--- src/design/pts_pkg.sv ---
// ----------------------------------------------------------------------------
// pts_pkg
// shared types, state codes and the start-state matrix of the sequencer
// ----------------------------------------------------------------------------
`default_nettype none

package pts_pkg;

	localparam int CHAN_W   = 12;
	localparam int TICKS_W  = 8;
	localparam int SEL_W    = 2;
	localparam int OUT_CNT_W = 7;
	localparam int STATE_W  = 4;
	localparam int BLEND_W  = 8;
	localparam int TIMER_W  = 16;
	localparam int CFG_W    = 7;

	// channel thresholds
	localparam logic signed [CHAN_W-1:0] CHAN_HI = 12'sd500;
	localparam logic signed [CHAN_W-1:0] CHAN_LO = -12'sd500;

	// profile codes
	localparam logic [SEL_W-1:0] PROF_P1      = 2'd0;
	localparam logic [SEL_W-1:0] PROF_P1N     = 2'd1;
	localparam logic [SEL_W-1:0] PROF_P2      = 2'd2;
	localparam logic [SEL_W-1:0] PROF_STARTUP = 2'd3;

	// sequencer state codes
	localparam logic [STATE_W-1:0] ST_P1     = 4'd0;
	localparam logic [STATE_W-1:0] ST_P1N    = 4'd1;
	localparam logic [STATE_W-1:0] ST_P2     = 4'd2;
	localparam logic [STATE_W-1:0] ST_TRANS  = 4'd3;
	localparam logic [STATE_W-1:0] ST_P1_P1N = 4'd4;
	localparam logic [STATE_W-1:0] ST_P1N_P1 = 4'd5;
	localparam logic [STATE_W-1:0] ST_P2_P1  = 4'd6;
	localparam logic [STATE_W-1:0] ST_P1_P2  = 4'd7;
	localparam logic [STATE_W-1:0] ST_P1N_P2 = 4'd8;
	localparam logic [STATE_W-1:0] ST_P2_P1N = 4'd9;

	// register indexes
	localparam logic CFG_IDX_SPEED = 1'b0;
	localparam logic CFG_IDX_MID   = 1'b1;

	localparam logic [CFG_W-1:0] SPEED_RESET = 7'd0;
	localparam logic [CFG_W-1:0] MID_RESET   = 7'd50;

	typedef struct packed {
		logic [CFG_W-1:0] speed;
		logic [CFG_W-1:0] mid;
	} cfg_t;

	typedef struct packed {
		logic signed [CHAN_W-1:0] chan;
		logic [TICKS_W-1:0]       ticks;
	} item_t;

	typedef struct packed {
		logic [STATE_W-1:0] state;
		logic [BLEND_W-1:0] blend;
		logic [SEL_W-1:0]   prev_prof;
		logic [CFG_W-1:0]   prev_speed;
		logic [TIMER_W-1:0] timer;
	} seq_t;

	typedef struct packed {
		logic [STATE_W-1:0]   state;
		logic [OUT_CNT_W-1:0] blend;
		logic [SEL_W-1:0]     sel;
	} result_t;

	// start state on a target change, rows by new target, columns by old
	function automatic logic [STATE_W-1:0] start_of(input logic [SEL_W-1:0] sel,
		input logic [SEL_W-1:0] prev);
		logic [STATE_W-1:0] st;
		st = ST_TRANS;
		unique case ({sel, prev})
			{PROF_P1, PROF_P1N}:  st = ST_P1N_P1;
			{PROF_P1, PROF_P2}:   st = ST_P2_P1;
			{PROF_P1N, PROF_P1}:  st = ST_P1_P1N;
			{PROF_P1N, PROF_P2}:  st = ST_P2_P1N;
			{PROF_P2, PROF_P1}:   st = ST_P1_P2;
			{PROF_P2, PROF_P1N}:  st = ST_P1N_P2;
			default:              st = ST_TRANS;
		endcase
		return st;
	endfunction

endpackage

`default_nettype wire

--- src/design/pts_cfg_regs.sv ---
// ----------------------------------------------------------------------------
// pts_cfg_regs
// configuration register file: step speed and midpoint position
// ----------------------------------------------------------------------------
`default_nettype none

module pts_cfg_regs
	import pts_pkg::*;
(
	input  wire logic             clk,
	input  wire logic             arst_n,
	input  wire logic             wr_en,
	input  wire logic             wr_index,
	input  wire logic [CFG_W-1:0] wr_data,
	output cfg_t                  cfg
);

	cfg_t cfg_q;

	always_ff @(posedge clk or negedge arst_n) begin
		if (!arst_n) begin
			cfg_q.speed <= SPEED_RESET;
			cfg_q.mid   <= MID_RESET;
		end else if (wr_en) begin
			unique case (wr_index)
				CFG_IDX_SPEED: cfg_q.speed <= wr_data;
				CFG_IDX_MID:   cfg_q.mid   <= wr_data;
				default:       cfg_q.speed <= cfg_q.speed;
			endcase
		end
	end

	assign cfg = cfg_q;

endmodule

`default_nettype wire

--- src/design/pts_step_logic.sv ---
// ----------------------------------------------------------------------------
// pts_step_logic
// next-state and result logic for one item, purely combinational
// ----------------------------------------------------------------------------
`default_nettype none

module pts_step_logic
	import pts_pkg::*;
#(
	parameter int TICKS_PER_UNIT = 195,
	parameter int FULL_SCALE     = 100
) (
	input  wire cfg_t  cfg,
	input  wire item_t item,
	input  wire seq_t  cur,
	output seq_t       nxt,
	output result_t    res
);

	localparam int MAX_SPEED = (1 << CFG_W) - 1;
	localparam int PERIOD_W  = $clog2(TICKS_PER_UNIT * MAX_SPEED + 1);
	localparam int CMP_W     = (PERIOD_W > TIMER_W) ? PERIOD_W : TIMER_W;
	localparam int CNT_W     = BLEND_W + 1;
	localparam logic [CNT_W-1:0] FULL_CNT = CNT_W'(FULL_SCALE);
	localparam logic [PERIOD_W-1:0] TPU = PERIOD_W'(TICKS_PER_UNIT);

	logic [SEL_W-1:0]    sel;
	logic                snap;
	logic                changed;
	logic                step;
	logic [STATE_W-1:0]  st;
	logic [BLEND_W-1:0]  blend;
	logic [SEL_W-1:0]    prev;
	logic [TIMER_W-1:0]  timer_sum;
	logic [PERIOD_W-1:0] period;
	logic [CNT_W-1:0]    cnt;
	logic [CNT_W-1:0]    mid_cnt;

	assign mid_cnt = {2'b00, cfg.mid};

	// constant times a 7-bit speed
	assign period = TPU * PERIOD_W'(cfg.speed);

	always_comb begin
		if (item.chan > CHAN_HI) sel = PROF_P2;
		else if (item.chan > CHAN_LO) sel = PROF_P1N;
		else sel = PROF_P1;
	end

	always_comb begin
		snap  = (cur.prev_prof == PROF_STARTUP) || (cur.prev_speed != cfg.speed);
		st    = cur.state;
		blend = cur.blend;
		prev  = cur.prev_prof;
		if (snap) begin
			prev = sel;
			unique case (sel)
				PROF_P1: begin
					st    = ST_P1;
					blend = '0;
				end
				PROF_P1N: begin
					st    = ST_P1N;
					blend = {1'b0, cfg.mid};
				end
				default: begin
					st    = ST_P2;
					blend = BLEND_W'(FULL_SCALE);
				end
			endcase
		end
		changed = (sel != prev);
		if (cfg.speed == '0) st = ST_TRANS;
		timer_sum = cur.timer + TIMER_W'(item.ticks);
		if (changed) st = start_of(sel, prev);
		step = changed || ((cfg.speed != '0) &&
			(CMP_W'(timer_sum) > CMP_W'(period)));

		// one step of the blend counter
		cnt = {1'b0, blend};
		if (step) begin
			unique case (st)
				ST_P1:   cnt = '0;
				ST_P1N:  cnt = mid_cnt;
				ST_P2:   cnt = FULL_CNT;
				default: cnt = {1'b0, blend};
			endcase
			// approach to the midpoint from the wrong side
			if (st == ST_P1_P1N && cnt > mid_cnt) st = ST_P2_P1N;
			else if (st == ST_P2_P1N && cnt < mid_cnt) st = ST_P1_P1N;

			unique case (st)
				ST_P1N_P1, ST_P2_P1: begin
					if (cnt <= CNT_W'(1)) begin
						cnt = '0;
						st  = ST_P1;
					end else cnt = cnt - CNT_W'(1);
				end
				ST_P1_P1N: begin
					if (cnt + CNT_W'(1) >= mid_cnt) begin
						cnt = mid_cnt;
						st  = ST_P1N;
					end else cnt = cnt + CNT_W'(1);
				end
				ST_P2_P1N: begin
					if (cnt <= mid_cnt + CNT_W'(1)) begin
						cnt = mid_cnt;
						st  = ST_P1N;
					end else cnt = cnt - CNT_W'(1);
				end
				ST_P1N_P2, ST_P1_P2: begin
					if (cnt + CNT_W'(1) >= FULL_CNT) begin
						cnt = FULL_CNT;
						st  = ST_P2;
					end else cnt = cnt + CNT_W'(1);
				end
				default: cnt = cnt;
			endcase
		end

		nxt.state      = st;
		nxt.blend      = cnt[BLEND_W-1:0];
		nxt.prev_prof  = sel;
		nxt.prev_speed = snap ? cfg.speed : cur.prev_speed;
		nxt.timer      = step ? '0 : timer_sum;

		res.sel   = sel;
		res.blend = cnt[OUT_CNT_W-1:0];
		res.state = st;
	end

endmodule

`default_nettype wire

--- src/design/profile_transition_sequencer_unit.sv ---
// ----------------------------------------------------------------------------
// profile_transition_sequencer_unit
// picks a target profile from the selection channel and walks the blend
// counter and transition state toward it, one result beat per input beat
// ----------------------------------------------------------------------------
//
//   channel   direction  beat contents
//   s_*       in         flight_channel, elapsed_ticks
//   m_*       out        profile_select, blend_counter, trans_state
//   cfg_*     in         register index 0 transition_speed, 1 midpoint_position
//
// one beat is accepted every cycle while the result register can move on; a
// result passes the input register, then the next-state logic feeding the
// result register, where the sequencer state is updated in the same edge
// the sequencer state and the valid flags of the input and output stages reset
// asynchronously; configuration resets to speed 0 and midpoint 50
// a stalled m_tready holds the result register; the input register still
// takes one more beat, after which s_tready drops until the result moves
// ----------------------------------------------------------------------------
`default_nettype none

module profile_transition_sequencer_unit
	import pts_pkg::*;
#(
	parameter int TICKS_PER_UNIT = 195,
	parameter int FULL_SCALE     = 100
) (
	input  wire logic        clk,
	input  wire logic        arst_n,
	// input beat
	input  wire logic        s_tvalid,
	output logic             s_tready,
	input  wire logic [23:0] s_tdata,   // [11:0] flight_channel, [19:12] elapsed_ticks
	// result beat
	output logic             m_tvalid,
	input  wire logic        m_tready,
	output logic [15:0]      m_tdata,   // [1:0] profile_select, [8:2] blend_counter,
	                                    // [12:9] trans_state
	// configuration writes
	input  wire logic        cfg_valid,
	output logic             cfg_ready,
	input  wire logic        cfg_index,
	input  wire logic [6:0]  cfg_data
);

	cfg_t    cfg;
	item_t   item_s1;
	logic    valid_s1;
	logic    valid_s2;
	result_t res_s2;
	seq_t    seq_q;
	seq_t    seq_nxt;
	result_t res_nxt;
	logic    advance;

	// registers accept a write on any cycle
	assign cfg_ready = 1'b1;

	pts_cfg_regs u_cfg (
		.clk      (clk),
		.arst_n   (arst_n),
		.wr_en    (cfg_valid & cfg_ready),
		.wr_index (cfg_index),
		.wr_data  (cfg_data),
		.cfg      (cfg)
	);

	// the beat in the input register moves on when the result register frees up
	assign advance  = valid_s1 && (!valid_s2 || m_tready);
	assign s_tready = !valid_s1 || advance;

	always_ff @(posedge clk or negedge arst_n) begin
		if (!arst_n) begin
			valid_s1 <= 1'b0;
		end else if (s_tready) begin
			valid_s1 <= s_tvalid;
		end
	end

	// input payload, no reset needed
	always_ff @(posedge clk) begin
		if (s_tvalid && s_tready) begin
			item_s1.chan  <= s_tdata[11:0];
			item_s1.ticks <= s_tdata[19:12];
		end
	end

	pts_step_logic #(
		.TICKS_PER_UNIT (TICKS_PER_UNIT),
		.FULL_SCALE     (FULL_SCALE)
	) u_step (
		.cfg  (cfg),
		.item (item_s1),
		.cur  (seq_q),
		.nxt  (seq_nxt),
		.res  (res_nxt)
	);

	// sequencer state moves only when an item is consumed
	always_ff @(posedge clk or negedge arst_n) begin
		if (!arst_n) begin
			seq_q.state      <= ST_P1;
			seq_q.blend      <= '0;
			seq_q.prev_prof  <= PROF_STARTUP;
			seq_q.prev_speed <= '0;
			seq_q.timer      <= '0;
		end else if (advance) begin
			seq_q <= seq_nxt;
		end
	end

	always_ff @(posedge clk or negedge arst_n) begin
		if (!arst_n) begin
			valid_s2 <= 1'b0;
		end else if (!valid_s2 || m_tready) begin
			valid_s2 <= valid_s1;
		end
	end

	always_ff @(posedge clk) begin
		if (advance) begin
			res_s2 <= res_nxt;
		end
	end

	assign m_tvalid = valid_s2;
	assign m_tdata  = {3'b000, res_s2.state, res_s2.blend, res_s2.sel};

endmodule

`default_nettype wire
--- config.mk ---
export PLATFORM = sky130hd
export DESIGN_NAME = profile_transition_sequencer_unit
export DESIGN_NICKNAME = d
export VERILOG_FILES = /design/src/design/pts_pkg.sv /design/src/design/pts_cfg_regs.sv /design/src/design/pts_step_logic.sv /design/src/design/profile_transition_sequencer_unit.sv
export SDC_FILE = /design/constraint.sdc
export NUM_CORES = 1
export LEC_CHECK = 0
export BUFFER_PORTS_ARGS = -buffer_cell sky130_fd_sc_hd__buf_2
export CAP_MARGIN = 20
export CORE_MARGIN = 8
export CORE_UTILIZATION = 56
export CTS_CLUSTER_SIZE = 40
export DETAILED_ROUTE_END_ITERATION = 10
export PLACE_DENSITY = 0.75
export SYNTH_ARGS = -nofsm -noshare
export SYNTH_HDL_FRONTEND = slang
export SYNTH_SLANG_ARGS = --single-unit
--- constraint.sdc ---
create_clock -name clk -period 5.2 [get_ports clk]
set_input_delay 1.04 -clock clk [delete_from_list [all_inputs] [get_ports clk]]
set_output_delay 1.04 -clock clk [all_outputs]
set_load 0.01 [all_outputs]
==> run summary, run 1 <==
• flop — Critical Path Start Type
• 2 — Crit path buffers/inverters
• flop to flop — Hold Crit Class
• flop to flop — Worst Setup Path Type
• 1080 — Post-layout nets
• yes — RSZ-0062 raised after global routing
• 5140 um^2 — Multi-input gate area
• 0.000424 V — worst voltage drop across the vdd grid
• 2320 um^2 — total area of sequential cells
• 12400 um^2 — area inside the core boundary
• 419 nW/um^2 — power density normalized to cell area
• 25 — Final setup viols
• sky130_fd_sc_hd__clkbuf_16 — root buffer cell
• met4 — highest metal used
• -0.548 ns — setup slack after layout
• 24 — path depth of the worst reg2reg path
• 47 — count of buffers inserted at the top-level ports
• 745 — cell count after synthesis
• 0 — max-slew violation count
• valid_s1 — Hold Startpoint
• sky130_fd_sc_hd__a222oi_1 — Slowest-stage cell, CP
• 1 — count of cells along the worst hold path
• 0 — number of hold violations in the final report
• 54 — maximum number of pins on one net before global-route repair
• 34400 um — global-route wire length before repair
• 86 — CTS sink cnt
• finished with violations — result of the run
• item_s1[16] — worst reg2reg path startpoint
• 0.07 ns — CTS clock-pin slew for the worst setup and hold paths
• 5.30 ns — worst path required time
• 29.6% — worst max-slew margin expressed relative to the limit
• 5 — drt first pass iters
• 61.6% — fraction of registers with async set/reset
• compound AO/OA/AOI/OAI gates — top cell family by delay on the critical path
• 16300 um^2 — Total Die Area
• 1079 — number of cells after detailed placement
• 6.05 — Vias per Instance
• nor4b_4 -> o211a_1 -> o211ai_2 -> o311a_4 -> or4_4 -> nand3_4 -> o221a_2 -> clkinv_4 -> ha_4 -> buf_4 -> nor2_1 -> nor2_2 -> ha_1 -> a21o_1 -> a21o_1 -> a21o_1 -> a21o_1 -> a21o_1 -> nor2_2 -> a21boi_4 -> o32ai_4 -> a222oi_1 -> a211o_1 -> nand2_2 — ordered list of cells on the worst path
• 9020 um — wire length on met1
• 78.8% — Finished Core Util
• 1134 — non-filler instance count after layout
• m_tdata[6] — worst reg2reg endpoint
• flop — kind of end point of the critical path
• 41.4% — fraction of layout instances using a drive strength above 1
• 4.41 nW — leakage power
• 39.5% — Area Growth Syn to Fin
• 33.2% — sequential fraction of the synthesis area
• 56 — number of I/O pins
• 0.36 ns — clock latency on the worst-skew pair
• 6839 — via count of the first global-routing pass
• 11100 um — metal2 WL
• sky130_fd_sc_hd__dfrtp_1 — Yosys top cell by area
• 820 — fill count
• setup timing — failing checks
• 0 — count of warnings emitted by yosys
• 0.0128 ns — skew final
• -0.55 ns — reg2reg setup slack
• 33 — number of flops mapped to enable cells by yosys
• 0 — number of hold buffers added after cts
• 2 — number of buffers on the longest clock path
• sky130_fd_sc_hd__dfrtp_1 — most used flip-flop cell after synthesis
• 0 — Remaining Overflow, GRT
• 0 — number of antenna violations at the first check in global routing
• sky130_fd_sc_hd__dfrtp_1 (17%), sky130_fd_sc_hd__ha_1 (15%), sky130_fd_sc_hd__edfxtp_1 (14%) — top cells by area, synth
• 22300 um — drt total wl
• 17.1% — portion of synthesized cell area occupied by the leading cell type
• 86 — total of flip-flops plus latches after synthesis
• 15500 um — Final HPWL DP
• 9 — number of CTS-inserted buffers
• 19.6 um — routed wirelength normalized by instance count
• 0 — MaxCap Viol Count
• 7010 um^2 — post-synthesis instance area
• 0 — number of diodes added for antenna fixing
• 6864 — Via Count
• 5.75 ns — crit path time final
• 0.920 — GP Congestion
• 9.40 um^2 — post-synthesis area per instance
• sky130_fd_sc_hd__a21o_1 — Top cell by count, worst path
• done — clock tree from TritonCTS
• 0.55 ns — Largest stage delay, worst path
• 128 um — Die Ht
• 56.4% — Initial Utilization
• 4 — highest net fanout along the worst path
• 5.85 ns — arrival time of the worst setup path
• 26.7% — total routing usage reported by global routing
• 3 — maximum level of the CTS H-tree
• 128 um — die width
• 1.04 ns — Least-Margin Pin Slew
• 90 — Yosys cell types
• 1330 um — Routed met3 length
• 0 — DRC errors left
• 111% — period utilisation layout
• 0 — number of antenna-violating nets in the routed design
• 41 — Core Rows
• m_tvalid — Hold Path Sink
• 0.174 GHz — Peak Freq
• 575 — First DRT Iteration DRCs
==> what timing repair did <==
item | in CTS | in global routing
gates cloned | 0 | 1
pin swaps | 51 | 60
endpoints found under the setup margin | 39 | 39
setup buffers | 35 | 16
resized for setup | 81 | 87
==> where the power goes <==
part           internal (W)  total [W]  switching (W)
combinational       0.00118    0.00247        0.00129
clock              0.000340   0.000618       0.000278
sequential         0.000871    0.00100       0.000133
total               0.00240    0.00410        0.00170
==> state kept, by name (all words and copies together), names as in the netlist <==
name,flops
seq_q,37
valid_s1,1
m_tdata,13
item_s1,20
m_tvalid,1
u_cfg.cfg,14
==> synth_stat cells (all sizes together), types with 5 or more instances <==
cell,instances
nand2b,11
a22oi,5
nand4,10
xnor2,26
dfstp,5
nor2b,8
or2,6
dfrtp,48
o211ai,10
xor2,18
edfxtp,33
clkbuf,16
o21a,18
o21bai,9
o31ai,10
nor4,8
o21ai,56
mux2,16
nand3,17
nor3,10
a21o,11
and2,8
nand2,89
inv,45
buf,8
nor2,38
ha,84
a31oi,9
a21oi,34
==> cell usage in the layout, fill, tap and decap left out, types with 8 or more instances in the layout <==
cell type / netlist / layout
sky130_fd_sc_hd__a21o_1: 10 / 10
sky130_fd_sc_hd__a21oi_1: 33 / 25
sky130_fd_sc_hd__buf_2: 2 / 47
sky130_fd_sc_hd__buf_4: 6 / 159
sky130_fd_sc_hd__buf_6: 0 / 14
sky130_fd_sc_hd__clkbuf_16: 0 / 10
sky130_fd_sc_hd__dfrtp_1: 48 / 48
sky130_fd_sc_hd__edfxtp_1: 33 / 33
sky130_fd_sc_hd__ha_1: 84 / 76
sky130_fd_sc_hd__ha_4: 0 / 8
sky130_fd_sc_hd__inv_1: 42 / 34
sky130_fd_sc_hd__inv_2: 2 / 9
sky130_fd_sc_hd__mux2_2: 15 / 9
sky130_fd_sc_hd__nand2_1: 88 / 80
sky130_fd_sc_hd__nand2b_1: 11 / 11
sky130_fd_sc_hd__nand3_1: 17 / 15
sky130_fd_sc_hd__nand4_1: 10 / 10
sky130_fd_sc_hd__nor2_1: 37 / 28
sky130_fd_sc_hd__nor3_1: 10 / 10
sky130_fd_sc_hd__o211ai_1: 9 / 9
sky130_fd_sc_hd__o21a_1: 18 / 17
sky130_fd_sc_hd__o21ai_0: 55 / 29
sky130_fd_sc_hd__o21ai_2: 0 / 17
sky130_fd_sc_hd__o21bai_1: 9 / 9
sky130_fd_sc_hd__xnor2_1: 26 / 24
sky130_fd_sc_hd__xor2_1: 18 / 18
==> worst max-delay path by stage <==
stage,to,startpoint,cells past startpoint,slack [ns]
2_1_floorplan,m_tdata[6],item_s1[16],25,-0.07
3_3_place_gp,m_tdata[6],item_s1[16],24,-0.49
3_5_place_dp,seq_q[33],u_cfg.cfg[12],31,-0.61
4_1_cts,m_tdata[6],item_s1[14],24,-0.37
5_1_grt,m_tdata[6],item_s1[14],27,-0.72
6_report,m_tdata[6],item_s1[16],24,-0.55
==> worst reg2reg max path: stages (launching register included) <==
cell and delay, ns:
sky130_fd_sc_hd__edfxtp_1 0.44, sky130_fd_sc_hd__nor4b_4 0.35, sky130_fd_sc_hd__o211a_1 0.24, sky130_fd_sc_hd__o211ai_2 0.14, sky130_fd_sc_hd__o311a_4 0.37, sky130_fd_sc_hd__or4_4 0.46, sky130_fd_sc_hd__nand3_4 0.13, sky130_fd_sc_hd__o221a_2 0.25
sky130_fd_sc_hd__clkinv_4 0.07, sky130_fd_sc_hd__ha_4 0.16, sky130_fd_sc_hd__buf_4 0.12, sky130_fd_sc_hd__nor2_1 0.15, sky130_fd_sc_hd__nor2_2 0.08, sky130_fd_sc_hd__ha_1 0.30, sky130_fd_sc_hd__a21o_1 0.19, sky130_fd_sc_hd__a21o_1 0.16
sky130_fd_sc_hd__a21o_1 0.15, sky130_fd_sc_hd__a21o_1 0.15, sky130_fd_sc_hd__a21o_1 0.23, sky130_fd_sc_hd__nor2_2 0.12, sky130_fd_sc_hd__a21boi_4 0.21, sky130_fd_sc_hd__o32ai_4 0.11, sky130_fd_sc_hd__a222oi_1 0.55, sky130_fd_sc_hd__a211o_1 0.26
sky130_fd_sc_hd__nand2_2 0.08
==> stage by stage <==
step	hold slack, ns	instance area [um^2]	setup TNS (ns)	setup slack, ns	total power, W
finish	0.500	9780	-6.94	-0.548	0.00410
global route	0.527	9780	-15.20	-0.718	0.00434
CTS	0.495	9390	-4.65	-0.366	0.00377
detailed placement	0.476	8480	-14.39	-0.608	0.00291
global placement	0.468	8480	-6.81	-0.491	0.00282
floorplan	0.453	7110	-0.158	-0.0730	0.00220
==> kinds of logic (layout without fill, tap and decap cells) <==
kind of cell | Yosys count | after routing | synth area share (%)
flops | 86 | 86 | 33.2
other cells | 2 | 4 | 0.107
mux | 17 | 17 | 2.77
simple gates | 230 | 230 | 16.9
xor+xnor | 44 | 44 | 5.50
compound gates | 211 | 211 | 21.9
fa+ha+maj | 86 | 86 | 15.6
buf+inv | 69 | 284 | 4.09
==> layer usage <==
metal	vias up	track usage, %
met3	66	4.53
li1	3173	-
met2	288	46.5
met4	0	11.6
met1	3337	31.8
met5	-	0
==> area by class of cell <==
type / count / share of cell area (%)
Multi-Input combinational cell: 592 / 52.5
Inverter: 45 / 1.80
Clock inverter: 4 / 0.333
Timing Repair Buffer: 223 / 16.8
Clock buffer: 12 / 2.52
Sequential cell: 86 / 23.8
Tap cell: 172 / 2.20
Note: power is estimated with default switching activity, not from simulation.
==> run 2, diff against run 1 <==
--- a/config.mk
+++ b/config.mk
@@ -8,10 +8,10 @@
 export BUFFER_PORTS_ARGS = -buffer_cell sky130_fd_sc_hd__buf_2
 export CAP_MARGIN = 20
 export CORE_MARGIN = 8
-export CORE_UTILIZATION = 56
+export CORE_UTILIZATION = 62
 export CTS_CLUSTER_SIZE = 40
 export DETAILED_ROUTE_END_ITERATION = 10
-export PLACE_DENSITY = 0.75
+export PLACE_DENSITY = 0.79
 export SYNTH_ARGS = -nofsm -noshare
 export SYNTH_HDL_FRONTEND = slang
 export SYNTH_SLANG_ARGS = --single-unit
==> constraint.sdc (replaced) <==
create_clock -name clk -period 6.1 [get_ports clk]
set_input_delay 1.22 -clock clk [delete_from_list [all_inputs] [get_ports clk]]
set_output_delay 1.22 -clock clk [all_outputs]
set_load 0.01 [all_outputs]
==> run summary, run 2 (same netlist as run 1, synthesis figures left out) <==
• 3.68% — met3 usage
• 6.32 ns — worst path required time
• 5 — drt first pass iters
• 3.70 nW — leakage power
• 0 — number of hold violations in the final report
• 6.31 — Vias per Instance
• 54 — maximum number of pins on one net before global-route repair
• 21 — path depth of the worst reg2reg path
• finished, final reports clean — result of the run
• seq_q[5] — Hold Path Sink
• 15000 um^2 — Total Die Area
• 0.00126 W — net switching power figure
• 5.95 ns — crit path time final
• 523 — First DRT Iteration DRCs
• 0 — max-slew violation count
• 122 um — Die Ht
• m_tdata[2] — worst reg2reg endpoint
• item_s1[16] — worst reg2reg path startpoint
• compound AO/OA/AOI/OAI gates — top cell family by delay on the critical path
• 836 — fill count
• 11200 um^2 — area inside the core boundary
• 1.03 ns — Least-Margin Pin Slew
• flop — Critical Path Start Type
• 0.00484 ns — skew final
• 0.0355 ns — Post-Place Setup Slack
• 39 — Core Rows
• 8 — highest net fanout along the worst path
• 51.4% — Combinational Power Share
• met2 — most used routing layer in global routing
• 0.150 ns — setup slack after layout
• 367 nW/um^2 — power density normalized to cell area
• 56 — number of I/O pins
• 86 — CTS sink cnt
• sky130_fd_sc_hd__nand2_1 — leading cell type in the layout, fill and taps excluded
• 17.0% — Area Growth Syn to Fin
• 7740 um^2 — cell area after placement
• 2 — count of cells along the worst hold path
• 0 — MaxCap Viol Count
• 8200 um^2 — Non-Filler Cell Area, Final
• 0.000315 V — worst voltage drop across the vdd grid
• 19700 um — drt total wl
• 9 — number of CTS-inserted buffers
• 0.61 ns — Largest stage delay, worst path
• 31500 um — global-route wire length before repair
• 0 — Final setup viols
• 6247 — Via Count
• sky130_fd_sc_hd__nand2_1 (87), sky130_fd_sc_hd__ha_1 (84), sky130_fd_sc_hd__buf_4 (59), sky130_fd_sc_hd__o21ai_0 (52) — highest-count cells in the layout ignoring fill and taps
• 97.5% — period utilisation layout
• flop — kind of end point of the critical path
• 0 — DRC errors left
• 3 — maximum level of the CTS H-tree
• 41.8% — switch share
• 0.07 ns — CTS clock-pin slew for the worst setup and hold paths
• 0.35 ns — clock latency on the worst-skew pair
• 0 — number of antenna-violating nets in the routed design
• 0 — number of hold buffers added after cts
• 22.9% — fraction of layout instances using a drive strength above 1
• 14900 um — Final HPWL DP
• 0.15 ns — reg2reg setup slack
• 0.887 — GP Congestion
• 31.0% — met1 usage
• sky130_fd_sc_hd__a21oi_1 — Top cell by count, worst path
• 37 — flip-flop count of the largest register after layout
• 0 — Remaining Overflow, GRT
• nor4b_4 -> o211a_1 -> o211ai_2 -> o311a_4 -> or4_4 -> a2111oi_0 -> or2_1 -> ha_1 -> o21a_1 -> o21ai_0 -> a21oi_1 -> a21oi_1 -> or4b_2 -> a21oi_1 -> buf_4 -> inv_1 -> o32ai_4 -> buf_12 -> a211oi_1 -> o32ai_1 -> buf_4 — ordered list of cells on the worst path
• 28.7% — part of the power in registers
• 964 — Post-layout nets
• 30.8% — worst max-slew margin expressed relative to the limit
• 19.9 um — routed wirelength normalized by instance count
• 0.168 GHz — Peak Freq
• flop to flop — Hold Crit Class
• flop to flop — Worst Setup Path Type
• 6396 — via count of the first global-routing pass
• sky130_fd_sc_hd__or4b_2 — Slowest-stage cell, CP
• 62.4% — Initial Utilization
• 47 — count of buffers inserted at the top-level ports
• seq_q[5] — Hold Startpoint
• 122 um — die width
• seq_q — largest register by flop count
• 19.9% — relative contribution of the clock network to total power
• sky130_fd_sc_hd__clkbuf_16 — root buffer cell
• 47.4% — global-route track usage on met2
• 26.7% — total routing usage reported by global routing
• 6.17 ns — arrival time of the worst setup path
• 2 — number of buffers on the longest clock path
• 0.00175 W — P_int
• 4 — Crit path buffers/inverters
• 2 — number of antenna violations at the first check in global routing
• done — clock tree from TritonCTS
run 2: cell count changes in the layout (fill, tap and decap cells not counted), moves of 7 or more:
| cell | delta |
|---|---|
| sky130_fd_sc_hd__a21oi_1 | +7 |
| sky130_fd_sc_hd__buf_4 | -100 |
| sky130_fd_sc_hd__buf_6 | -14 |
| sky130_fd_sc_hd__ha_1 | +8 |
| sky130_fd_sc_hd__ha_4 | -8 |
| sky130_fd_sc_hd__inv_1 | +8 |
| sky130_fd_sc_hd__inv_2 | -7 |
| sky130_fd_sc_hd__nand2_1 | +7 |
| sky130_fd_sc_hd__nor2_1 | +8 |
| sky130_fd_sc_hd__o21ai_0 | +23 |
| sky130_fd_sc_hd__o21ai_2 | -15 |
run 2: per-stage QoR:
step	total power (W)	util [%]	TNS [ns]	cells	hold WS [ns]
floorplan	0.00186	-	0	747	0.453
global placement	0.00225	69.0	0	968	0.468
detailed placement	0.00234	69.0	0	968	0.485
CTS	0.00295	71.9	0	984	0.501
global route	0.00321	73.0	-0.136	989	0.537
finish	0.00301	73.0	0	990	0.498
run 2: power by group through the flow:
stage | clock, W | sequential, W | combinational [W]
2_1_floorplan | 0 | 0.000829 | 0.00103
3_3_place_gp | 0 | 0.000858 | 0.00139
3_5_place_dp | 0 | 0.000868 | 0.00148
4_1_cts | 0.000600 | 0.000857 | 0.00150
5_1_grt | 0.000622 | 0.000875 | 0.00171
6_report | 0.000598 | 0.000862 | 0.00155
run 2: final cells by class:
class	instances	area, um^2	share of cell area (%)
Timing Repair Buffer	107	698	8.52
Inverter	45	171	2.09
Multi-Input combinational cell	592	4510	55.0
Sequential cell	86	2320	28.4
Clock inverter	7	88.8	1.08
Antenna cell	1	2.50	0.0305
Clock buffer	9	225	2.75
Tap cell	143	179	2.18
run 2: what timing repair did:
item                       4_1_cts  5_1_grt
resized for setup                1       20
pin swaps                        0        6
gates cloned                     0        0
setup buffers                    0        5
setup endpoints to repair        2       24
run 2: worst max-delay path by stage:
stage                     slack [ns]  cells past startpoint     startpoint          to
after detailed placement        0.04                     29  u_cfg.cfg[12]  m_tdata[3]
final                           0.15                     21    item_s1[16]  m_tdata[2]
after global routing           -0.06                     21    item_s1[16]  m_tdata[2]
after global placement          0.13                     26  u_cfg.cfg[10]  m_tdata[6]
after floorplan                 0.35                     25    item_s1[13]  m_tdata[6]
after CTS                      0.009                     26  u_cfg.cfg[12]  m_tdata[6]
run 2: layer usage:
layer / vias up / share of wire, %
met5: - / 0.066
met4: 2 / 3.6
met3: 56 / 5.8
met2: 245 / 51
met1: 3004 / 40
li1: 2940 / -
run 2: worst reg2reg max path, delay by kind of cell, from the launching register on:
kind	cells	cell delay, ns
AND/OR/NAND/NOR	4	1.67
buffers and inverters	4	0.57
adder cells (fa/ha/maj)	1	0.25
flip-flops	1	0.43
AO/OA/AOI/OAI	12	2.91
==> run 3, diff against run 2 <==
--- a/config.mk
+++ b/config.mk
@@ -5,10 +5,12 @@
 export SDC_FILE = /design/constraint.sdc
 export NUM_CORES = 1
 export LEC_CHECK = 0
-export BUFFER_PORTS_ARGS = -buffer_cell sky130_fd_sc_hd__buf_2
+export BUFFER_PORTS_ARGS = -buffer_cell sky130_fd_sc_hd__buf_4
 export CAP_MARGIN = 20
+export CELL_PAD_IN_SITES_DETAIL_PLACEMENT = 0
+export CELL_PAD_IN_SITES_GLOBAL_PLACEMENT = 1
 export CORE_MARGIN = 8
-export CORE_UTILIZATION = 62
+export CORE_UTILIZATION = 48
 export CTS_CLUSTER_SIZE = 40
 export DETAILED_ROUTE_END_ITERATION = 10
 export PLACE_DENSITY = 0.79
==> run summary, run 3 (same netlist as run 1, synthesis figures left out) <==
• flop to flop — Hold Crit Class
• 18.6 um — routed wirelength normalized by instance count
• sky130_fd_sc_hd__buf_4 — leading cell type in the layout, fill and taps excluded
• 0 — number of hold violations in the final report
• 57.7% — Finished Core Util
• 9 — number of CTS-inserted buffers
• 0 — max-slew violation count
• 20.9% — total routing usage reported by global routing
• 326 — First DRT Iteration DRCs
• 137 um — Die Ht
• 5.88 — Vias per Instance
• 0 — number of diodes added for antenna fixing
• 40.9% — switch share
• 44 — Core Rows
• 0 — Final setup viols
• 29.1% — part of the power in registers
• 0.00174 W — P_int
• 0.174 GHz — Peak Freq
• compound AO/OA/AOI/OAI gates — top cell family by delay on the critical path
• 0 — number of antenna violations at the first check in global routing
• 5.98 ns — arrival time of the worst setup path
• flop — kind of end point of the critical path
• 2 — count of cells along the worst hold path
• 14400 um^2 — area inside the core boundary
• 54 — maximum number of pins on one net before global-route repair
• 0 — number of antenna-violating nets in the routed design
• flop — Critical Path Start Type
• sky130_fd_sc_hd__or4_4 — Slowest-stage cell, CP
• 0.000271 V — worst voltage drop across the vdd grid
• 7 — highest net fanout along the worst path
• 51.4% — Combinational Power Share
• 18.8% — Area Growth Syn to Fin
• 94.1% — period utilisation layout
• 6.34 ns — worst path required time
• 0.00121 W — net switching power figure
• seq_q[30] — worst reg2reg endpoint
• 0.07 ns — CTS clock-pin slew for the worst setup and hold paths
• 19000 um — drt total wl
• 0 — number of hold buffers added after cts
• 29.6% — worst max-slew margin expressed relative to the limit
• seq_q — largest register by flop count
• 1.04 ns — Least-Margin Pin Slew
• finished, final reports clean — result of the run
• 4 — Crit path buffers/inverters
• 0.36 ns — clock latency on the worst-skew pair
• 25 — path depth of the worst reg2reg path
• 6012 — Via Count
• seq_q[5] — Hold Startpoint
• 7860 um^2 — cell area after placement
• 3 — maximum level of the CTS H-tree
• 19.4% — relative contribution of the clock network to total power
• 0.947 — GP Congestion
• 0.48 ns — Largest stage delay, worst path
• sky130_fd_sc_hd__buf_4 (99), sky130_fd_sc_hd__nand2_1 (88), sky130_fd_sc_hd__ha_1 (83), sky130_fd_sc_hd__o21ai_0 (54), sky130_fd_sc_hd__dfrtp_1 (48) — highest-count cells in the layout ignoring fill and taps
• sky130_fd_sc_hd__a21o_1 — Top cell by count, worst path
• 47 — count of buffers inserted at the top-level ports
• 22.4% — fraction of layout instances using a drive strength above 1
• 2 — number of buffers on the longest clock path
• 0 — DRC errors left
• 18700 um^2 — Total Die Area
• 0 — Remaining Overflow, GRT
• 0.00820 ns — skew final
• item_s1[14] — worst reg2reg path startpoint
• 86 — CTS sink cnt
• 14700 um — Final HPWL DP
• 37 — flip-flop count of the largest register after layout
• flop to flop — Worst Setup Path Type
• 137 um — die width
• 6013 — via count of the first global-routing pass
• 5 — drt first pass iters
• 56 — number of I/O pins
• 0 — MaxCap Viol Count
• 5.74 ns — crit path time final
• 48.6% — Initial Utilization
• sky130_fd_sc_hd__clkbuf_16 — root buffer cell
• 355 nW/um^2 — power density normalized to cell area
• 957 — Post-layout nets
• 0.36 ns — reg2reg setup slack
• done — clock tree from TritonCTS
• 8330 um^2 — Non-Filler Cell Area, Final
• 30700 um — global-route wire length before repair
• seq_q[5] — Hold Path Sink
• 3.71 nW — leakage power
run 3: cell types whose count changed in the layout (fill, tap and decap cells not counted), sizes merged:
| cell | delta |
|---|---|
| diode | -1 |
| buf | -7 |
| clkinv | +2 |
| inv | -2 |
run 3: timing repair:
| action | 4_1_cts | 5_1_grt |
|---|---|---|
| pin swaps | 1 | 8 |
| gates resized for setup | 2 | 22 |
| endpoints found under the setup margin | 9 | 25 |
| cloned | 0 | 0 |
| buffers inserted | 0 | 4 |
run 3: final cells by class:
type	count	area [um^2]
clock buffers	9	225
clock inverters	7	71.3
fillers	1295	6100
inverters	45	171
multi-input cells	592	4540
flip-flops and latches	86	2320
well taps	184	230
repair buffers	100	763
run 3: worst register-to-register path: stages (launching register included):
cell and delay, ns:
sky130_fd_sc_hd__edfxtp_1 0.45, sky130_fd_sc_hd__nor4b_4 0.35, sky130_fd_sc_hd__o211a_1 0.26, sky130_fd_sc_hd__o211ai_2 0.16, sky130_fd_sc_hd__o311a_4 0.38, sky130_fd_sc_hd__or4_4 0.48
sky130_fd_sc_hd__nand3_2 0.13, sky130_fd_sc_hd__o221ai_1 0.11, sky130_fd_sc_hd__buf_4 0.18, sky130_fd_sc_hd__buf_4 0.15, sky130_fd_sc_hd__ha_4 0.25, sky130_fd_sc_hd__ha_1 0.28
sky130_fd_sc_hd__a21o_1 0.17, sky130_fd_sc_hd__a21o_1 0.17, sky130_fd_sc_hd__a21o_1 0.18, sky130_fd_sc_hd__a21o_1 0.18, sky130_fd_sc_hd__a21o_1 0.17, sky130_fd_sc_hd__a21o_1 0.21
sky130_fd_sc_hd__nor4b_4 0.21, sky130_fd_sc_hd__buf_4 0.16, sky130_fd_sc_hd__o32ai_4 0.13, sky130_fd_sc_hd__buf_4 0.19, sky130_fd_sc_hd__nand2_1 0.06, sky130_fd_sc_hd__nand3_1 0.09
sky130_fd_sc_hd__a31o_1 0.25, sky130_fd_sc_hd__mux2_4 0.26
run 3: how the worst max path moves through the flow:
stage	from	endpoint	slack (ns)	cells after the start
global route	u_cfg.cfg[12]	seq_q[33]	-0.02	30
detailed placement	item_s1[13]	seq_q[27]	-0.07	24
CTS	item_s1[13]	seq_q[27]	0.05	24
finish	item_s1[14]	seq_q[30]	0.36	25
floorplan	item_s1[13]	m_tdata[6]	0.35	25
global placement	item_s1[13]	seq_q[27]	-0.04	24
run 3: routing by layer:
layer / vias up / wire, um / track usage, %
met5: - / 0 / 0
met4: 0 / 595 / 8.57
met3: 38 / 618 / 3.38
met2: 118 / 9500 / 36.4
met1: 2932 / 8330 / 25.1
li1: 2924 / - / -
run 3: per-stage QoR:
step | worst slack, ns | instances | TNS [ns] | power, W | hold slack (ns)
CTS | 0.0467 | 1019 | 0 | 0.00291 | 0.494
global placement | -0.0410 | 1003 | -0.0415 | 0.00227 | 0.468
global route | -0.0155 | 1023 | -0.0247 | 0.00319 | 0.504
floorplan | 0.347 | 747 | 0 | 0.00186 | 0.453
finish | 0.360 | 1023 | 0 | 0.00295 | 0.484
detailed placement | -0.0698 | 1003 | -0.207 | 0.00233 | 0.480
run 3: power by group through the flow:
| stage | logic, W | registers (W) | clock network [W] |
|---|---|---|---|
| 2_1_floorplan | 0.00103 | 0.000829 | 0 |
| 6_report | 0.00152 | 0.000861 | 0.000573 |
| 5_1_grt | 0.00171 | 0.000878 | 0.000604 |
| 4_1_cts | 0.00147 | 0.000857 | 0.000584 |
| 3_3_place_gp | 0.00141 | 0.000862 | 0 |
| 3_5_place_dp | 0.00146 | 0.000867 | 0 |
